## src/hdl/min_max_normalize_to_u8_macros.svh

```systemverilog
// Assertion macros used by the min-max normalizer top level.
`ifndef MIN_MAX_NORMALIZE_TO_U8_MACROS_SVH
`define MIN_MAX_NORMALIZE_TO_U8_MACROS_SVH

// Overlapping implication, checked on every clock edge out of reset.
`define MMN_ASSERT(lbl, ante, cons, msg) \
  lbl: assert property (@(posedge clk_i) disable iff (!rst_ni) (ante) |-> (cons)) \
    else $error(msg);

// Next-cycle implication, checked on every clock edge out of reset.
`define MMN_ASSERT_NEXT(lbl, ante, cons, msg) \
  lbl: assert property (@(posedge clk_i) disable iff (!rst_ni) (ante) |=> (cons)) \
    else $error(msg);

`endif

```

## src/hdl/mmn_pkg.sv

```systemverilog
// Types and constants for the min-max normalizer.
`timescale 1ns / 1ps
package mmn_pkg;

  localparam int unsigned IN_PIX_BITS = 16;
  localparam int unsigned QUO_BITS    = 8;

  localparam logic OP_MEASURE = 1'b0;
  localparam logic OP_CONVERT = 1'b1;

  localparam logic [QUO_BITS-1:0] OUT_SCALE = 8'hFF;
  localparam logic [QUO_BITS-1:0] OUT_ZERO  = 8'h00;

  typedef struct packed {
    logic                   op;
    logic [IN_PIX_BITS-1:0] pixel;
    logic                   last;
  } in_word_t;

  typedef struct packed {
    logic [QUO_BITS-1:0] out_value;
    logic                out_last;
  } out_word_t;

  typedef struct packed {
    logic valid;
    logic last;
    logic bypass;
  } ctl_t;

endpackage

```

## src/hdl/mmn_stats.sv

```systemverilog
// Running minimum and maximum of the measure pass, and the latched min and range.
`timescale 1ns / 1ps
module mmn_stats #(
  parameter int unsigned PIXEL_BITS = 16
) (
  input  logic                  clk_i,
  input  logic                  rst_ni,
  input  logic                  meas_i,
  input  logic [PIXEL_BITS-1:0] pixel_i,
  input  logic                  last_i,
  output logic [PIXEL_BITS-1:0] held_min_o,
  output logic [PIXEL_BITS-1:0] held_range_o
);

  logic [PIXEL_BITS-1:0] run_min_q, run_max_q;
  logic [PIXEL_BITS-1:0] held_min_q, held_range_q;
  logic [PIXEL_BITS-1:0] mn, mx;

  assign mn = (pixel_i < run_min_q) ? pixel_i : run_min_q;
  assign mx = (pixel_i > run_max_q) ? pixel_i : run_max_q;

  always_ff @(posedge clk_i or negedge rst_ni) begin
    if (!rst_ni) begin
      run_min_q    <= '1;
      run_max_q    <= '0;
      held_min_q   <= '0;
      held_range_q <= '0;
    end else if (meas_i) begin
      if (last_i) begin
        held_min_q   <= mn;
        held_range_q <= mx - mn;
        run_min_q    <= '1;
        run_max_q    <= '0;
      end else begin
        run_min_q <= mn;
        run_max_q <= mx;
      end
    end
  end

  assign held_min_o   = held_min_q;
  assign held_range_o = held_range_q;

endmodule

```

## src/hdl/mmn_cell.sv

```systemverilog
// One restoring-division cell: produces one quotient bit per word, or passes the quotient on a bypass word.
`timescale 1ns / 1ps
module mmn_cell #(
  parameter int unsigned PIXEL_BITS = 16
) (
  input  logic                           clk_i,
  input  logic                           rst_ni,
  input  logic                           en_i,
  input  mmn_pkg::ctl_t                  ctl_i,
  input  logic [PIXEL_BITS-1:0]          rem_i,
  input  logic [PIXEL_BITS-1:0]          div_i,
  input  logic [mmn_pkg::QUO_BITS-1:0]   num_i,
  input  logic [mmn_pkg::QUO_BITS-1:0]   quo_i,
  output mmn_pkg::ctl_t                  ctl_o,
  output logic [PIXEL_BITS-1:0]          rem_o,
  output logic [PIXEL_BITS-1:0]          div_o,
  output logic [mmn_pkg::QUO_BITS-1:0]   num_o,
  output logic [mmn_pkg::QUO_BITS-1:0]   quo_o
);

  localparam int unsigned QB = mmn_pkg::QUO_BITS;

  mmn_pkg::ctl_t          ctl_q;
  logic [PIXEL_BITS-1:0]  rem_q, rem_d, div_q;
  logic [QB-1:0]          num_q, num_d, quo_q, quo_d;
  logic [PIXEL_BITS:0]    trial, sub;
  logic                   ge;

  assign trial = {rem_i, num_i[QB-1]};
  assign sub   = trial - {1'b0, div_i};
  assign ge    = (trial >= {1'b0, div_i});
  assign rem_d = ge ? sub[PIXEL_BITS-1:0] : trial[PIXEL_BITS-1:0];
  assign num_d = {num_i[QB-2:0], 1'b0};
  assign quo_d = ctl_i.bypass ? quo_i : {quo_i[QB-2:0], ge};

  always_ff @(posedge clk_i or negedge rst_ni) begin
    if (!rst_ni) begin
      ctl_q <= '0;
    end else if (en_i) begin
      ctl_q <= ctl_i;
    end
  end

  always_ff @(posedge clk_i) begin
    if (en_i) begin
      rem_q <= rem_d;
      div_q <= div_i;
      num_q <= num_d;
      quo_q <= quo_d;
    end
  end

  assign ctl_o = ctl_q;
  assign rem_o = rem_q;
  assign div_o = div_q;
  assign num_o = num_q;
  assign quo_o = quo_q;

endmodule

```

## src/hdl/min_max_normalize_to_u8.sv

```systemverilog
// Top level of the two-pass min-max stretch from wide pixels to 8 bits.
// Input channel: in_valid_i / in_stall_o carry one in_word_t per word.
//   op = measure folds the pixel into a running minimum and maximum; on a
//   measure word with last set, the minimum and range are latched and the
//   running values restart. Measure words give no result.
//   op = convert gives one out_word_t: floor(255*(pixel-min)/range),
//   clamped to 0 or 255 outside the range, or the pixel's low byte when the
//   latched range is zero. out_last copies the input last flag.
// Pipeline: an accepted convert word moves from the prepare stage (loaded at
//   the accepting edge) through eight cells and one out reg to out_valid_o.
// Throughput: one word per cycle while not stalled, measure and convert alike;
//   the eight-cell division chain advances one stage per cycle unless stalled.
// Stall: while an output word waits under out_stall_i, the whole chain holds
//   and in_stall_o is high. Results leave in the order their words came in.
// Reset: clears all valid flags, sets the running minimum to all ones, the
//   running maximum, latched minimum and latched range to zero.
`timescale 1ns / 1ps
module min_max_normalize_to_u8 #(
  parameter int unsigned PIXEL_BITS = 16
) (
  input  logic               clk_i,
  input  logic               rst_ni,
  input  logic               in_valid_i,
  output logic               in_stall_o,
  input  mmn_pkg::in_word_t  in_word_i,
  output logic               out_valid_o,
  input  logic               out_stall_i,
  output mmn_pkg::out_word_t out_word_o
);

  `include "min_max_normalize_to_u8_macros.svh"

  localparam int unsigned QB    = mmn_pkg::QUO_BITS;
  localparam int unsigned CELLS = mmn_pkg::QUO_BITS;

  logic                   en, acc, meas, conv;
  logic [PIXEL_BITS-1:0]  pix, held_min, held_range, diff;
  logic [PIXEL_BITS+QB-1:0] num_full;
  logic                   below, zero_rng, over;
  mmn_pkg::ctl_t          ctl_f_d;
  logic [QB-1:0]          quo_f_d;

  mmn_pkg::ctl_t          ctl_c [0:CELLS];
  logic [PIXEL_BITS-1:0]  rem_c [0:CELLS];
  logic [PIXEL_BITS-1:0]  div_c [0:CELLS];
  logic [QB-1:0]          num_c [0:CELLS];
  logic [QB-1:0]          quo_c [0:CELLS];

  logic                   out_valid_q;
  mmn_pkg::out_word_t     out_word_q;

  assign en         = !(out_valid_q && out_stall_i);
  assign in_stall_o = !en;
  assign acc        = in_valid_i && en;
  assign meas       = acc && (in_word_i.op == mmn_pkg::OP_MEASURE);
  assign conv       = acc && (in_word_i.op == mmn_pkg::OP_CONVERT);
  assign pix        = in_word_i.pixel[PIXEL_BITS-1:0];

  mmn_stats #(.PIXEL_BITS(PIXEL_BITS)) u_stats (
    .clk_i        (clk_i),
    .rst_ni       (rst_ni),
    .meas_i       (meas),
    .pixel_i      (pix),
    .last_i       (in_word_i.last),
    .held_min_o   (held_min),
    .held_range_o (held_range)
  );

  assign zero_rng = (held_range == '0);
  assign below    = (pix < held_min);
  assign diff     = pix - held_min;
  assign over     = (diff >= held_range);
  assign num_full = {diff, {QB{1'b0}}} - {{QB{1'b0}}, diff};

  always_comb begin
    ctl_f_d.valid  = conv;
    ctl_f_d.last   = in_word_i.last;
    ctl_f_d.bypass = zero_rng || below || over;
    priority if (zero_rng) begin
      quo_f_d = in_word_i.pixel[QB-1:0];
    end else if (below) begin
      quo_f_d = mmn_pkg::OUT_ZERO;
    end else if (over) begin
      quo_f_d = mmn_pkg::OUT_SCALE;
    end else begin
      quo_f_d = '0;
    end
  end

  always_ff @(posedge clk_i or negedge rst_ni) begin
    if (!rst_ni) begin
      ctl_c[0] <= '0;
    end else if (en) begin
      ctl_c[0] <= ctl_f_d;
    end
  end

  always_ff @(posedge clk_i) begin
    if (en) begin
      rem_c[0] <= num_full[PIXEL_BITS+QB-1:QB];
      num_c[0] <= num_full[QB-1:0];
      div_c[0] <= held_range;
      quo_c[0] <= quo_f_d;
    end
  end

  for (genvar g = 0; g < CELLS; g++) begin : g_cell
    mmn_cell #(.PIXEL_BITS(PIXEL_BITS)) u_cell (
      .clk_i  (clk_i),
      .rst_ni (rst_ni),
      .en_i   (en),
      .ctl_i  (ctl_c[g]),
      .rem_i  (rem_c[g]),
      .div_i  (div_c[g]),
      .num_i  (num_c[g]),
      .quo_i  (quo_c[g]),
      .ctl_o  (ctl_c[g+1]),
      .rem_o  (rem_c[g+1]),
      .div_o  (div_c[g+1]),
      .num_o  (num_c[g+1]),
      .quo_o  (quo_c[g+1])
    );
  end

  always_ff @(posedge clk_i or negedge rst_ni) begin
    if (!rst_ni) begin
      out_valid_q <= 1'b0;
    end else if (en) begin
      out_valid_q <= ctl_c[CELLS].valid;
    end
  end

  always_ff @(posedge clk_i) begin
    if (en) begin
      out_word_q.out_value <= quo_c[CELLS];
      out_word_q.out_last  <= ctl_c[CELLS].last;
    end
  end

  assign out_valid_o = out_valid_q;
  assign out_word_o  = out_word_q;

  `MMN_ASSERT(a_div_below_scale, ctl_c[CELLS].valid && !ctl_c[CELLS].bypass,
    quo_c[CELLS] != mmn_pkg::OUT_SCALE, "division result reached full scale")
  `MMN_ASSERT(a_range_fits, 1'b1,
    ({1'b0, held_min} + {1'b0, held_range}) <= {1'b0, {PIXEL_BITS{1'b1}}},
    "latched min plus range overflows")
  `MMN_ASSERT_NEXT(a_conv_enters, conv, ctl_c[0].valid,
    "accepted convert word missing from prepare stage")
  `MMN_ASSERT(a_out_from_chain, $rose(out_valid_q), $past(ctl_c[CELLS].valid),
    "output word without a word in the last cell")

endmodule

```

## config.mk

```make
export PLATFORM = sky130hd
export DESIGN_NAME = min_max_normalize_to_u8
export DESIGN_NICKNAME = d
export VERILOG_FILES = /design/src/hdl/mmn_pkg.sv /design/src/hdl/mmn_stats.sv /design/src/hdl/mmn_cell.sv /design/src/hdl/min_max_normalize_to_u8.sv
export VERILOG_INCLUDE_DIRS = /design/src /design/src/hdl
export SDC_FILE = /design/constraint.sdc
export NUM_CORES = 1
export LEC_CHECK = 0
export BUFFER_PORTS_ARGS = -buffer_cell sky130_fd_sc_hd__buf_4
export CORE_ASPECT_RATIO = 0.9
export CORE_MARGIN = 1
export CORE_UTILIZATION = 55
export DETAILED_ROUTE_END_ITERATION = 12
export PLACE_DENSITY = 0.8
export SLEW_MARGIN = 20
export SYNTH_ARGS = -nofsm -noshare
export SYNTH_HDL_FRONTEND = slang
export SYNTH_SLANG_ARGS = --single-unit
export TNS_END_PERCENT = 5
```

## constraint.sdc

```tcl
create_clock -name clk_i -period 22.2 [get_ports clk_i]
set_input_delay 1.11 -clock clk_i [delete_from_list [all_inputs] [get_ports clk_i]]
set_output_delay 1.11 -clock clk_i [all_outputs]
set_load 0.05 [all_outputs]
```

### Yosys cells after proc, flatten, opt, wreduce, memory -nomap -nowiden

Cells that the tools add are included.

| cells by class | value |
|---|---|
| bitwise operators | 1 |
| $lt $le $gt $ge | 12 |
| reduce and logical (&&, ||, !) cells | 9 |
| add/sub/neg operators | 10 |
| multiplexer cells | 22 |

Operators by type and width:

| kind | number |
|---|---|
| $mux 16 | 11 |
| $sub 16x16->16 | 9 |
| $ge 17x16->1 | 8 |
| $mux 8 | 11 |
| $lt 16x16->1 | 2 |
| $sub 24x16->24 | 1 |
| $ge 16x16->1 | 1 |
| $gt 16x16->1 | 1 |
| $logic_not 16->1 | 1 |
| $logic_and 1x1->1 | 4 |
| $logic_or 1x1->1 | 2 |
| $reduce_and 2->1 | 1 |
| $logic_not 1->1 | 1 |
| $not 1->1 | 1 |

| storage, ports and cells | value |
|---|---|
| logic and storage cells | 120 |
| input port bits | 22 |
| output and inout port bits | 11 |
| register bits | 464 |

### Depth between registers and ports, before layout

Gate-level depths: netlist of run 1.

| depth | value |
|---|---|
| word-level depth | 5 |
| depth in mapped cells | 23 |
| mapped depth without buffers | 22 |

### By module

A second synthesis of run 1 with hierarchy kept.

| unflattened totals | value |
|---|---|
| cell total of the unflattened synthesis | 2468 |
| area total of the unflattened synthesis | 30173.9 um^2 |

By module, submodules not included:

| module | cells an instance | area an instance (um^2) | instances | sequential area each (um^2) |
|---|---|---|---|---|
| mmn_cell at g_cell[0].u_cell ... | 209 | 2750.1 | 6 | 1486.4 |
| mmn_cell at g_cell[1].u_cell ... | 209 | 2768.9 | 2 | 1486.4 |
| mmn_stats | 433 | 4186.5 | 1 | 1621.6 |
| min_max_normalize_to_u8 | 363 | 3948.8 | 1 | 1811.7 |

### Least setup slack after synthesis of run 1

No wires, ideal clock.

| timing path | value |
|---|---|
| path type | input to register |
| start point | input port out_stall_i |
| end point | register g_cell[0].u_cell.ctl_q, in the netlist g_cell[0].u_cell.ctl_o[0] |
| required time | 22.078 ns |
| setup time | 0.122 ns |
| stages on the path | 3 |
| path buffers | 1 |
| arrival time | 13.017 ns |
| setup slack | 9.061 ns |
| cells stage by stage | nand2_1 -> clkbuf_1 -> mux2_2 |

| on the way | value |
|---|---|
| word-level cells in the longest chain between the ends | 1 |

Ends and longest elaborated chain:

| what | line | source |
|---|---|---|
| start: declaration | min_max_normalize_to_u8.sv:27 | `input logic out_stall_i,` |
| $logic_and 1x1->1 | min_max_normalize_to_u8.sv:52 | `assign en = !(out_valid_q && out_stall_i);` |
| end signal: assignment | mmn_cell.sv:40 | `ctl_q <= ctl_i;` |
| end: declaration | mmn_cell.sv:23 | `mmn_pkg::ctl_t ctl_q;` |

No other way between the ends.
A chain may end at the register's enable or synchronous reset.

### Final worst setup path of run 1

| timing path | value |
|---|---|
| start point | input port in_word_i[2] in the netlist's numbering |
| end point | register u_stats.held_range_q[15], in the netlist u_stats.held_range_o[15] |

| on the way | value |
|---|---|
| word-level cells in the longest chain between the ends | 3 |
| elaborated cells on any way between the ends | 5 |
| those cells by class | 1 x add/sub; 2 x order compare; 2 x mux |

Ends and longest elaborated chain:

| what | line | source |
|---|---|---|
| start: declaration | min_max_normalize_to_u8.sv:25 | `input mmn_pkg::in_word_t in_word_i,` |
| $gt 16x16->1 / $lt 16x16->1 (equally long branches) | mmn_stats.sv:20, mmn_stats.sv:19 |  |
| $mux 16 (on tied branches) | mmn_stats.sv:20, mmn_stats.sv:19 |  |
| $sub 16x16->16 (*) | mmn_stats.sv:31 | `held_range_q <= mx - mn;` |
| end signal: assignment | mmn_stats.sv:31 |  |
| end: declaration | mmn_stats.sv:16 | `logic [PIXEL_BITS-1:0] held_min_q, held_range_q;` |

Mark *: on every way between the ends. The rest lies on a longest branch, timed or not.

==> results of run 1 <==
-- metrics by stage --
| step | cells | hold slack (ns) | util | instance area (sq um) | setup slack [ns] |
|---|---|---|---|---|---|
| 5_1_grt | 3022 | 0.3827 | 0.6116 | 28460 | 16.93 |
| 3_3_place_gp | 2935 | 0.4027 | 0.5776 | 26880 | 16.77 |
| 2_1_floorplan | 2329 | 0.4003 | - | 25950 | 9.062 |
| 4_1_cts | 3022 | 0.3756 | 0.6113 | 28450 | 17.26 |
| 3_5_place_dp | 2935 | 0.4054 | 0.5776 | 26880 | 16.69 |
| 6_report | 3022 | 0.3977 | 0.6116 | 28460 | 17.19 |
-- logic make-up (layout without fill, tap and decap cells) --
group	count (synthesis)	count (layout)	share of synthesized area
buffers and inverters	327	404	0.04764
DFF	464	464	0.5201
and+or+nand+nor	526	526	0.09792
adders and majority gates	220	220	0.1086
xor gates and xnor gates	101	101	0.03409
AOI/OAI and AO/OA	557	557	0.1338
muxes	134	134	0.05786
-- layout by cell type, fill, tap and decap left out, types with 12 or more instances in the layout --
master	netlist	layout
ha_1	210	210
and3_1	14	14
dfrtp_1	75	75
o211ai_1	17	17
a21boi_0	15	15
nand3_1	26	26
o21ai_0	166	166
a21o_1	39	39
nor2b_1	32	32
mux2_2	125	125
nor2_1	139	139
xnor2_1	67	66
xor2_1	34	34
nand2_1	156	155
dfstp_2	16	16
buf_4	1	42
nor3_1	35	35
clkbuf_16	0	47
o21a_1	29	29
nand2b_1	20	20
a22oi_1	14	14
edfxtp_1	373	373
a31oi_1	26	26
a211oi_1	14	12
or3_1	12	12
inv_1	270	270
a21oi_1	153	153
nand4_1	30	30
-- worst register-to-register path, cell delays in order (launching register included) --
cell	delay [ns]
dfstp_2	0.51
inv_1	0.06
ha_1	0.27
a21o_1	0.15
a21o_1	0.17
a211oi_1	0.22
o21ai_0	0.18
a211oi_4	0.37
mux2_2	0.41
ha_1	0.24
fa_1	0.40
nor2b_1	0.13
o21ai_0	0.12
a21oi_1	0.21
o21ai_0	0.12
a21oi_1	0.19
o21ai_0	0.12
a21o_1	0.23
a311oi_1	0.27
or4_1	0.16
nand3_1	0.07
-- state kept, by name, summed over array words and instances, names as in the netlist --
signal,flops
g_cell.u_cell.ctl_o,23
ctl_c,3
g_cell.u_cell.quo_o,64
u_stats.held_min_o,16
u_stats.held_range_o,16
g_cell.u_cell.num_o,28
num_c,8
div_c,16
g_cell.u_cell.rem_o,112
g_cell.u_cell.div_o,112
u_stats.run_min_q,16
u_stats.run_max_q,16
rem_c,16
out_valid_o,1
quo_c,8
out_word_o,9
-- metal layers --
| layer | wire, microns | part of all wire | vias up | GRT usage |
|---|---|---|---|---|
| met5 | 0 | 0 | - | 0 |
| met4 | 2098 | 0.038 | 0 | 0.09020 |
| met3 | 2496 | 0.045 | 152 | 0.03577 |
| met2 | 27650 | 0.50 | 537 | 0.4059 |
| met1 | 22860 | 0.41 | 8469 | 0.2871 |
| li1 | - | - | 8546 | - |
-- final cells by class --
type                            instances  area [sq um]
Sequential cell                       464         13500
Clock inverter                         23         270.3
Tap cell                              616         770.7
Multi-Input combinational cell       1538         11250
Clock buffer                           64          1300
Fill cell                            3598         18080
Timing Repair Buffer                   44         346.6
Inverter                              273          1025
-- final timing paths --
kind	to	slack, ns	cells past startpoint
worst min-delay path	g_cell[2].u_cell.ctl_o[0]	0.40	1
max in group asynchronous	u_stats.run_max_q[13]	20.78	2
worst min register to register	g_cell[1].u_cell.num_o[5]	0.41	0
worst max register to register	u_stats.held_range_o[14]	17.45	20
worst max-delay path	u_stats.held_range_o[15]	17.19	22
min in group clk_i	g_cell[1].u_cell.num_o[5]	0.41	0
==> out/metrics.yaml, run 1 <==
status:
  outcome: "finished clean"
drt:
  final_antenna_net_count: 0
  avgViaCountPerCell: 5.858
  starting_drt_drc_count: 1328
  route.final.wire_length_mm: 55.10
  drt_drc_violations_left: 0
  route.detailed.wl_per_inst_microns: 18.23
  detailroute.via_count: 17704
  drtPass1Iterations: 6
global_routing:
  grt.total_usage: 0.2318
  wire_length_of_the_first_global_routing_pass_mm: 89.18
  grt_antenna_before_repair: 0
  grt.overflow.total: 0
  grt_max_degree: 150
  first_global_vias: 17509
yosys:
  synth_seq_cells: 464
  yosys_warns: 0
  syn-mean-instance-area_sq_um: 11.14
  synth.cell_area_sq_um: 25950
  synth_sequential_area_ratio: 0.5201
  synth_area_leader_cell: "edfxtp_1"
  synth_top_cells_by_area: "edfxtp_1 43%, ha_1 10%, dfrtp_1 7.2%, mux2_2 5.4%, inv_1 3.9%"
  synth_edf_count: 373
  synthDominantCellAreaShare: 0.4316
  postSynth.asyncResetShare: 0.1961
  synth_ff_type: "edfxtp_1"
  post_synth_inst_count: 2329
  yosys.cell_types.count: 78
  synthMostInstantiatedCell: "edfxtp_1"
  syn-num-nets: 2570
  synthTopCellsByCount: "373 x edfxtp_1, 270 x inv_1, 210 x ha_1, 166 x o21ai_0, 156 x nand2_1"
critical_path:
  critical_path.max_stage_delay_ns: 0.37
  end_kind: "register"
  cp_slowest_cell: "o21ai_0"
  worstPathCellList: "buf_4 > ha_1 > nor2b_1 > o21a_1 > o21ai_0 > a21oi_1 > o31ai_1 > a32oi_1 > buf_4 > a21oi_1 > inv_1 > ha_1 > nor2b_1 > o21a_1 > o21ai_0 > a21oi_1 > a41oi_1 > a21oi_1 > a31oi_1 > o21ai_0 > a21o_1 > a41oi_1"
  startpoint: "in_word_i[2]"
  path_max_fanout: 15
  worst-endpoint-arrival_ns: 5.51
  critPathMostFrequentCell: "a21oi_1"
  start_kind: "input pin"
  crit_required_ns: 22.70
  timing.rr.start: "u_stats.run_min_q[1]"
  path_class: "input pin to register"
  path_delay_family: "compound AO/OA/AOI/OAI gates"
  critPathBufInv: 3
sta:
  post-route-period-util: 0.2257
  max_slew.worst_pin.slew_ns: 1.066
  layout_min_cycle_time_ns: 5.010
  timing_max_transition_violations_final: 0
  slew_margin_rel: 0.2778
  fmax_mhz: 199.6
  setup_violators_final: 0
  final.setup.tns_ns: 0
  finClkSkew_ns: 0.02970
  timing.final.hold_violations: 0
  grt_setup_unrepaired: "false"
die:
  top_level_ports: 33
  rows: 75
  initial_utilization: 0.5576
  design.core.area_sq_um: 46540
  die_area_sq_um: 48060
  die-width_microns: 231.0
  die_height_microns: 208.1
clocking:
  postCtsResizedCells: 0
  clock_tree_from_tritoncts: "built"
  cts.reportedPaths.clkPinSlew_ns: 0.07
  cts-root-to-sink-buffers: 3
  post_cts_buffers: 0
  cts_hold_repair.buffers: 0
  cts_num_sinks: 464
  cts_made_buffers: 47
  cts-htree-levels: 2
  cts.root.buffer_cell: "clkbuf_16"
  worst_skew_pair.late_latency_ns: 0.59
placed_design:
  dp_hpwl_mm: 40.84
  port-buffer-count: 32
  routabilityCongestion: 0.9613
cells_and_area:
  num_antenna_cells: 0
  nets: 2609
  fraction_of_final_layout_cells_sized_beyond_drive_strength_1: 0.1251
  area_growth_syn_to_layout_pct: 9.686
flow_run:
  drv_cap: 0
worst_hold_path:
  timing.hold.worst.class: "input pin to asynchronous set/reset pin"
Power of run 1 is left out: the tool's default activity adds up to more than one toggle a clock period on the data nets, which glitch-free logic cannot reach.
==> run 2, diff against run 1 <==
--- a/config.mk
+++ b/config.mk
@@ -6,12 +6,13 @@
 export SDC_FILE = /design/constraint.sdc
 export NUM_CORES = 1
 export LEC_CHECK = 0
+export ABC_AREA = 1
 export BUFFER_PORTS_ARGS = -buffer_cell sky130_fd_sc_hd__buf_4
 export CORE_ASPECT_RATIO = 0.9
 export CORE_MARGIN = 1
 export CORE_UTILIZATION = 55
 export DETAILED_ROUTE_END_ITERATION = 12
-export PLACE_DENSITY = 0.8
+export PLACE_DENSITY = 0.83
 export SLEW_MARGIN = 20
 export SYNTH_ARGS = -nofsm -noshare
 export SYNTH_HDL_FRONTEND = slang
==> constraint.sdc (replaced) <==
create_clock -name clk_i -period 4.3 [get_ports clk_i]
set_input_delay 0.215 -clock clk_i [delete_from_list [all_inputs] [get_ports clk_i]]
set_output_delay 0.215 -clock clk_i [all_outputs]
set_load 0.05 [all_outputs]
==> run 2 against run 1 <==
Net effect: register-to-register slack got worse by 17 ns; sequential share of layout area is 1.5 points lower; synthesized cell count increased by 24%; worst setup slack got worse by 17 ns; non-clock buffer count is 7 higher; final cell count is 19% higher; critical path depth up 4; core utilization about the same; synthesized area increased by 3.7%; via count up 11%; first-iteration DRC count is 3.0% higher.
==> out/metrics.yaml, run 2 <==
status:
  outcome: "finished clean"
drt:
  final_antenna_net_count: 0  # unchanged
  drtPass1Iterations: 6  # unchanged
  route.detailed.wl_per_inst_microns: 17.07  # -6.4%
  route.final.wire_length_mm: 61.40  # +11%
  detailroute.via_count: 19704  # +11%
  starting_drt_drc_count: 1368  # +3.0%
  drt_drc_violations_left: 0  # unchanged
  avgViaCountPerCell: 5.478  # -6.5%
critical_path:
  timing.rr.start: "u_stats.run_max_q[1]"
  crit_required_ns: 4.78  # -17.92 ns
  path_class: "register to register"
  ff2ff_path_depth: 26  # +30%
  timing.rr.end: "u_stats.held_range_o[9]"
  timing.critical_path.to: "u_stats.held_range_o[9]"
  path_max_fanout: 11  # -4
  start_kind: "register"
  worst-endpoint-arrival_ns: 4.39  # -1.12 ns
  startpoint: "u_stats.run_max_q[1]"
  setup.reg_to_reg.worst_slack_ns: 0.38  # -17.07 ns
  end_kind: "register"
yosys:
  synth_top_cells_by_area: "edfxtp_1 42%, nand2_1 10%, ha_1 9.8%, dfrtp_1 7.0%, inv_1 6.0%"
  synthMostInstantiatedCell: "nand2_1"
  yosys.cell_types.count: 58  # -26%
  yosys_warns: 0  # unchanged
  synth.cell_area_sq_um: 26910  # +3.7%
  synthTopCellsByCount: "722 x nand2_1, 427 x inv_1, 373 x edfxtp_1, 210 x ha_1, 164 x nand3_1"
  postSynth.asyncResetShare: 0.1961  # unchanged
  synth_area_leader_cell: "edfxtp_1"
  synth_seq_cells: 464  # unchanged
  synth_sequential_area_ratio: 0.5016  # -0.01855
  synthDominantCellAreaShare: 0.4162  # -0.01539
  syn-num-nets: 3131  # +22%
  syn-mean-instance-area_sq_um: 9.312  # -16%
  synth_edf_count: 373  # unchanged
  post_synth_inst_count: 2890  # +24%
  synth_ff_type: "edfxtp_1"
cells_and_area:
  fraction_of_final_layout_cells_sized_beyond_drive_strength_1: 0.09586  # -0.02924
  most-common-layout-cells: "719 x nand2_1, 427 x inv_1, 373 x edfxtp_1, 210 x ha_1, 164 x nand3_1"
  most_frequent_standard_cell_in_the_layout_excluding_fill_and_tap_cells: "nand2_1"
  non_filler_cells_in_the_finished_layout: 3597  # +19%
  area_growth_syn_to_layout_pct: 9.271
  filler_cell_count: 3866  # +7.4%
  num_antenna_cells: 0  # unchanged
  nets: 3174  # +22%
die:
  initial_utilization: 0.5593  # +0.001735
  rows: 76  # +1.3%
  die-width_microns: 235.2  # +1.8%
  design.core.area_sq_um: 48120  # +3.4%
  die_area_sq_um: 49820  # +3.7%
  die_height_microns: 211.8  # +1.8%
  top_level_ports: 33  # unchanged
placed_design:
  post-place-cells: 3504  # +19%
  dp_hpwl_mm: 46.04  # +13%
  routabilityCongestion: 0.9162  # -4.7%
  port-buffer-count: 32  # unchanged
clocking:
  cts_made_buffers: 48  # +2.1%
  cts.reportedPaths.clkPinSlew_ns: 0.06  # about the same
  clock_tree_from_tritoncts: "built"
  cts.root.buffer_cell: "clkbuf_16"
  worst_skew_pair.late_latency_ns: 0.62  # +0.03 ns
  post_cts_buffers: 0  # unchanged
  cts-root-to-sink-buffers: 3  # unchanged
  cts_num_sinks: 464  # unchanged
  cts-htree-levels: 2  # unchanged
global_routing:
  first_global_vias: 19737  # +13%
  grt_max_degree: 187  # +25%
  grt_antenna_before_repair: 0  # unchanged
  wire_length_of_the_first_global_routing_pass_mm: 100.0  # +12%
  grt.total_usage: 0.2529  # +0.02108
  grt.overflow.total: 0  # unchanged
sta:
  timing.final.hold_violations: 0  # unchanged
  grt_setup_unrepaired: "false"
  setup_violators_final: 0  # unchanged
  fmax_mhz: 255.4
  timing_max_transition_violations_final: 0  # unchanged
  layout_min_cycle_time_ns: 3.915
  slew_margin_rel: 0.3084  # +0.03060
  finClkSkew_ns: 0.02528  # -0.004418 ns
  post-route-period-util: 0.9105
  final.setup.tns_ns: 0  # unchanged
  max_slew.worst_pin.slew_ns: 1.037  # -0.02905 ns
worst_hold_path:
  timing.hold.worst.class: "input pin to register"
  hold_depth: 4
flow_run:
  drv_cap: 0  # unchanged
## run 2: changes by cell type after synthesis, moves of 29 or more
cell,before,now
nand2_1,156,722
inv_1,270,427
nand3_1,26,164
mux2_2,125,0
nand2_2,1,84
nor2_1,139,107
nor2b_1,32,0
a21o_1,39,9
xor2_1,34,64
o21ai_1,1,30
## run 2: logic make-up (layout without fill, tap and decap cells)
group	count (synthesis)	after routing	share of synthesized area
simple gates	1172	1172	0.1931
fa+ha+maj	219	219	0.1043
compound gates	435	435	0.09127
flops	464	464	0.5016
buf+inv	497	580	0.07620
xor+xnor	103	103	0.03352
## run 2: metrics by stage
step                cell area [sq um]  utilization  worst slack, ns  hold WS (ns)
global route                    29410       0.6111         0.002595       0.07721
floorplan                       26910            -           0.2402      -0.08059
CTS                             29400       0.6109           0.1719       0.02610
detailed placement              27680       0.5754           0.1867        0.3952
finish                          29410       0.6111           0.3847       0.04777
global placement                27680       0.5754           0.2910        0.3879
## run 2: worst min path at each step
stage | start | end | slack, ns
after floorplan | rst_ni | ctl_c[24] | -0.08
after global placement | rst_ni | g_cell[6].u_cell.ctl_o[0] | 0.39
after detailed placement | rst_ni | g_cell[6].u_cell.ctl_o[0] | 0.40
after CTS | in_word_i[4] | u_stats.run_min_q[3] | 0.03
after global routing | in_word_i[4] | u_stats.run_min_q[3] | 0.08
final | in_word_i[4] | u_stats.run_min_q[3] | 0.05
## run 2: metal layers
| metal | GRT usage | wire (microns) | up-vias |
|---|---|---|---|
| met5 | 0 | 0 | - |
| met1 | 0.3063 | 25360 | 9259 |
| met3 | 0.03156 | 2836 | 154 |
| met2 | 0.4536 | 30730 | 561 |
| li1 | - | - | 9730 |
| met4 | 0.1116 | 2470 | 0 |
## run 2: layout make-up
cell class / instances / area, sq um / share of cell area
multi-input combinational: 1929 / 11380 / 0.3871
clock buffer: 68 / 1386 / 0.04714
sequential: 464 / 13500 / 0.4590
inverter: 439 / 1648 / 0.05604
timing repair buffer: 51 / 415.4 / 0.01413
clock inverter: 22 / 295.3 / 0.01004
tap: 624 / 780.7 / 0.02655
## run 2: critical path, cell delays in order (launching register included)
cell	delay [ns]
dfrtp_1	0.35
inv_1	0.08
ha_1	0.28
inv_1	0.05
nor2_1	0.08
nor2_1	0.04
o21ai_0	0.18
nand2_1	0.09
o211ai_1	0.09
nand2_1	0.07
nand2_1	0.11
nand2_2	0.12
buf_4	0.19
nand2_1	0.06
o21ai_0	0.13
ha_1	0.37
a21oi_1	0.18
o21ai_1	0.16
nand2_1	0.11
nand2_1	0.06
a21oi_1	0.24
o21ai_1	0.15
a21oi_1	0.14
inv_1	0.06
or2_2	0.27
nand3_1	0.07
o21ai_0	0.08
## run 2: repair_timing
| item | 4_1_cts | 5_1_grt |
|---|---|---|
| setup endpoints to repair | 0 | 6 |
| endpoints found under the hold margin | 45 | 0 |
| resized for setup | 0 | 8 |
| hold buffers | 3 | 0 |
Power of run 2 is left out for the same reason.
==> run 3, diff against run 2 <==
--- a/config.mk
+++ b/config.mk
@@ -12,6 +12,7 @@
 export CORE_MARGIN = 1
 export CORE_UTILIZATION = 55
 export DETAILED_ROUTE_END_ITERATION = 12
+export HOLD_SLACK_MARGIN = 0.05
 export PLACE_DENSITY = 0.83
 export SLEW_MARGIN = 20
 export SYNTH_ARGS = -nofsm -noshare
==> run 3 against run 2 <==
Net effect: register-to-register slack about the same; largest cell class unchanged; die area unchanged; routed wire length about the same; first-iteration DRC count about the same; via count up 0.23%; fmax down 0.34%; non-clock buffer count up 1; highest routed layer unchanged; count of clock-buffer cells in the layout unchanged; final cell count about the same; flip-flop and latch count unchanged; hold slack better by 0.024 ns.
==> out/metrics.yaml, run 3 (synthesized netlist as in run 2, its figures left out) <==
critical_path:
  crit_required_ns: 4.78  # about the same
  path_class: "register to register"
  path_max_fanout: 23  # +12
  end_kind: "register"
  start_kind: "register"
  worst-endpoint-arrival_ns: 4.41  # +0.02 ns
die:
  top_level_ports: 33  # unchanged
  die_area_sq_um: 49820  # unchanged
  die-width_microns: 235.2  # unchanged
  initial_utilization: 0.5593  # unchanged
  die_height_microns: 211.8  # unchanged
  design.core.area_sq_um: 48120  # unchanged
  rows: 76  # unchanged
clocking:
  cts-root-to-sink-buffers: 3  # unchanged
  cts_num_sinks: 464  # unchanged
  cts.reportedPaths.clkPinSlew_ns: 0.06  # about the same
  cts_made_buffers: 48  # unchanged
  cts-htree-levels: 2  # unchanged
  worst_skew_pair.late_latency_ns: 0.62  # about the same
  cts.root.buffer_cell: "clkbuf_16"
  post_cts_buffers: 0  # unchanged
  clock_tree_from_tritoncts: "built"
global_routing:
  first_global_vias: 19737  # unchanged
  grt.overflow.total: 0  # unchanged
  grt_antenna_before_repair: 0  # unchanged
  grt_max_degree: 187  # unchanged
  wire_length_of_the_first_global_routing_pass_mm: 100.0  # unchanged
  grt.total_usage: 0.2529  # unchanged
cells_and_area:
  nets: 3175  # +0.032%
  most_frequent_standard_cell_in_the_layout_excluding_fill_and_tap_cells: "nand2_1"
  area_growth_syn_to_layout_pct: 9.308  # about the same
  non_filler_cells_in_the_finished_layout: 3598  # +0.028%
  stdcell_area_sq_um: 29420  # about the same
  most-common-layout-cells: "719 x nand2_1, 427 x inv_1, 373 x edfxtp_1, 210 x ha_1, 164 x nand3_1"
  num_antenna_cells: 0  # unchanged
  fraction_of_final_layout_cells_sized_beyond_drive_strength_1: 0.09583  # about the same
drt:
  drtPass1Iterations: 5  # -1
  avgViaCountPerCell: 5.489  # +0.21%
  starting_drt_drc_count: 1367  # -0.073%
  route.detailed.wl_per_inst_microns: 17.07  # about the same
  drt_drc_violations_left: 0  # unchanged
  route.final.wire_length_mm: 61.42  # about the same
  final_antenna_net_count: 0  # unchanged
  detailroute.via_count: 19750  # +0.23%
sta:
  finClkSkew_ns: 0.02476  # -0.0005239 ns
  setup_violators_final: 0  # unchanged
  timing.final.hold_violations: 0  # unchanged
  max_slew.worst_pin.slew_ns: 1.032  # -0.005448 ns
  final.hold.worst_slack_ns: 0.07186  # +0.02408 ns
  fmax_mhz: 254.5  # -0.34%
  post-route-period-util: 0.9136  # +0.003097
  final.setup.tns_ns: 0  # unchanged
  slew_margin_rel: 0.3120  # +0.003632
  timing_max_transition_violations_final: 0  # unchanged
  grt_setup_unrepaired: "false"
  layout_min_cycle_time_ns: 3.929  # +0.01332 ns
placed_design:
  port-buffer-count: 32  # unchanged
  post-place-cells: 3504  # unchanged
  dp_hpwl_mm: 46.04  # unchanged
  dpl_cell_area_sq_um: 27680  # unchanged
  routabilityCongestion: 0.9162  # unchanged
flow_run:
  drv_cap: 0  # unchanged
status:
  outcome: "finished clean"
worst_hold_path:
  timing.hold.worst.class: "input pin to register"
run 3: per-layer routing:
layer / global-route usage / up-vias / share of wire
met2: 0.4536 / 526 / 0.50
met3: 0.03156 / 149 / 0.046
met4: 0.1116 / 0 / 0.040
met1: 0.3063 / 9338 / 0.41
li1: - / 9737 / -
met5: 0 / - / 0
run 3: worst max-delay path, stage by stage (launching register included):
cell and delay [ns]:
dfstp_2 0.53, inv_1 0.05, ha_1 0.28, nand2_1 0.05, o21ai_0 0.19, nand2_1 0.07
o211ai_1 0.11, nand2_1 0.12, nand2_2 0.19, buf_4 0.29, o21a_1 0.20, inv_1 0.09
ha_1 0.36, a21oi_1 0.18, o21a_1 0.21, o21ai_1 0.10, a21boi_0 0.25, inv_1 0.09
or2_2 0.28, nand3_1 0.07, o21ai_0 0.08
run 3: worst paths after layout:
kind | cells past startpoint | slack [ns] | endpoint | from
max in group asynchronous | 3 | 2.98 | u_stats.held_range_o[12] | rst_ni
worst max register to register | 20 | 0.37 | u_stats.held_range_o[10] | u_stats.run_min_q[3]
worst max-delay path | 20 | 0.37 | u_stats.held_range_o[10] | u_stats.run_min_q[3]
min in group asynchronous | 2 | 0.27 | g_cell[6].u_cell.ctl_o[0] | rst_ni
worst min-delay path | 3 | 0.07 | u_stats.run_max_q[0] | in_word_i[1]
worst min register to register | 0 | 0.41 | g_cell[3].u_cell.num_o[6] | g_cell[2].u_cell.num_o[5]
run 3: repair_timing:
| item | in CTS | in global routing |
|---|---|---|
| hold buffers | 4 | 0 |
| endpoints found under the setup margin | 0 | 6 |
| resized for setup | 0 | 8 |
| endpoints found under the hold margin | 47 | 0 |
run 3: cell type report:
| type | count | area [sq um] |
|---|---|---|
| Fill cell | 3866 | 18700 |
| Sequential cell | 464 | 13500 |
| Multi-Input combinational cell | 1929 | 11380 |
| Inverter | 439 | 1648 |
| Clock buffer | 68 | 1386 |
| Tap cell | 624 | 780.7 |
| Timing Repair Buffer | 52 | 425.4 |
| Clock inverter | 22 | 295.3 |
run 3: metrics by stage:
stage | util | worst slack [ns]
floorplan | - | 0.2402
finish | 0.6113 | 0.3714
CTS | 0.6111 | 0.1719
global route | 0.6113 | 0.002595
detailed placement | 0.5754 | 0.1867
global placement | 0.5754 | 0.2910
Power of run 3 is left out for the same reason.
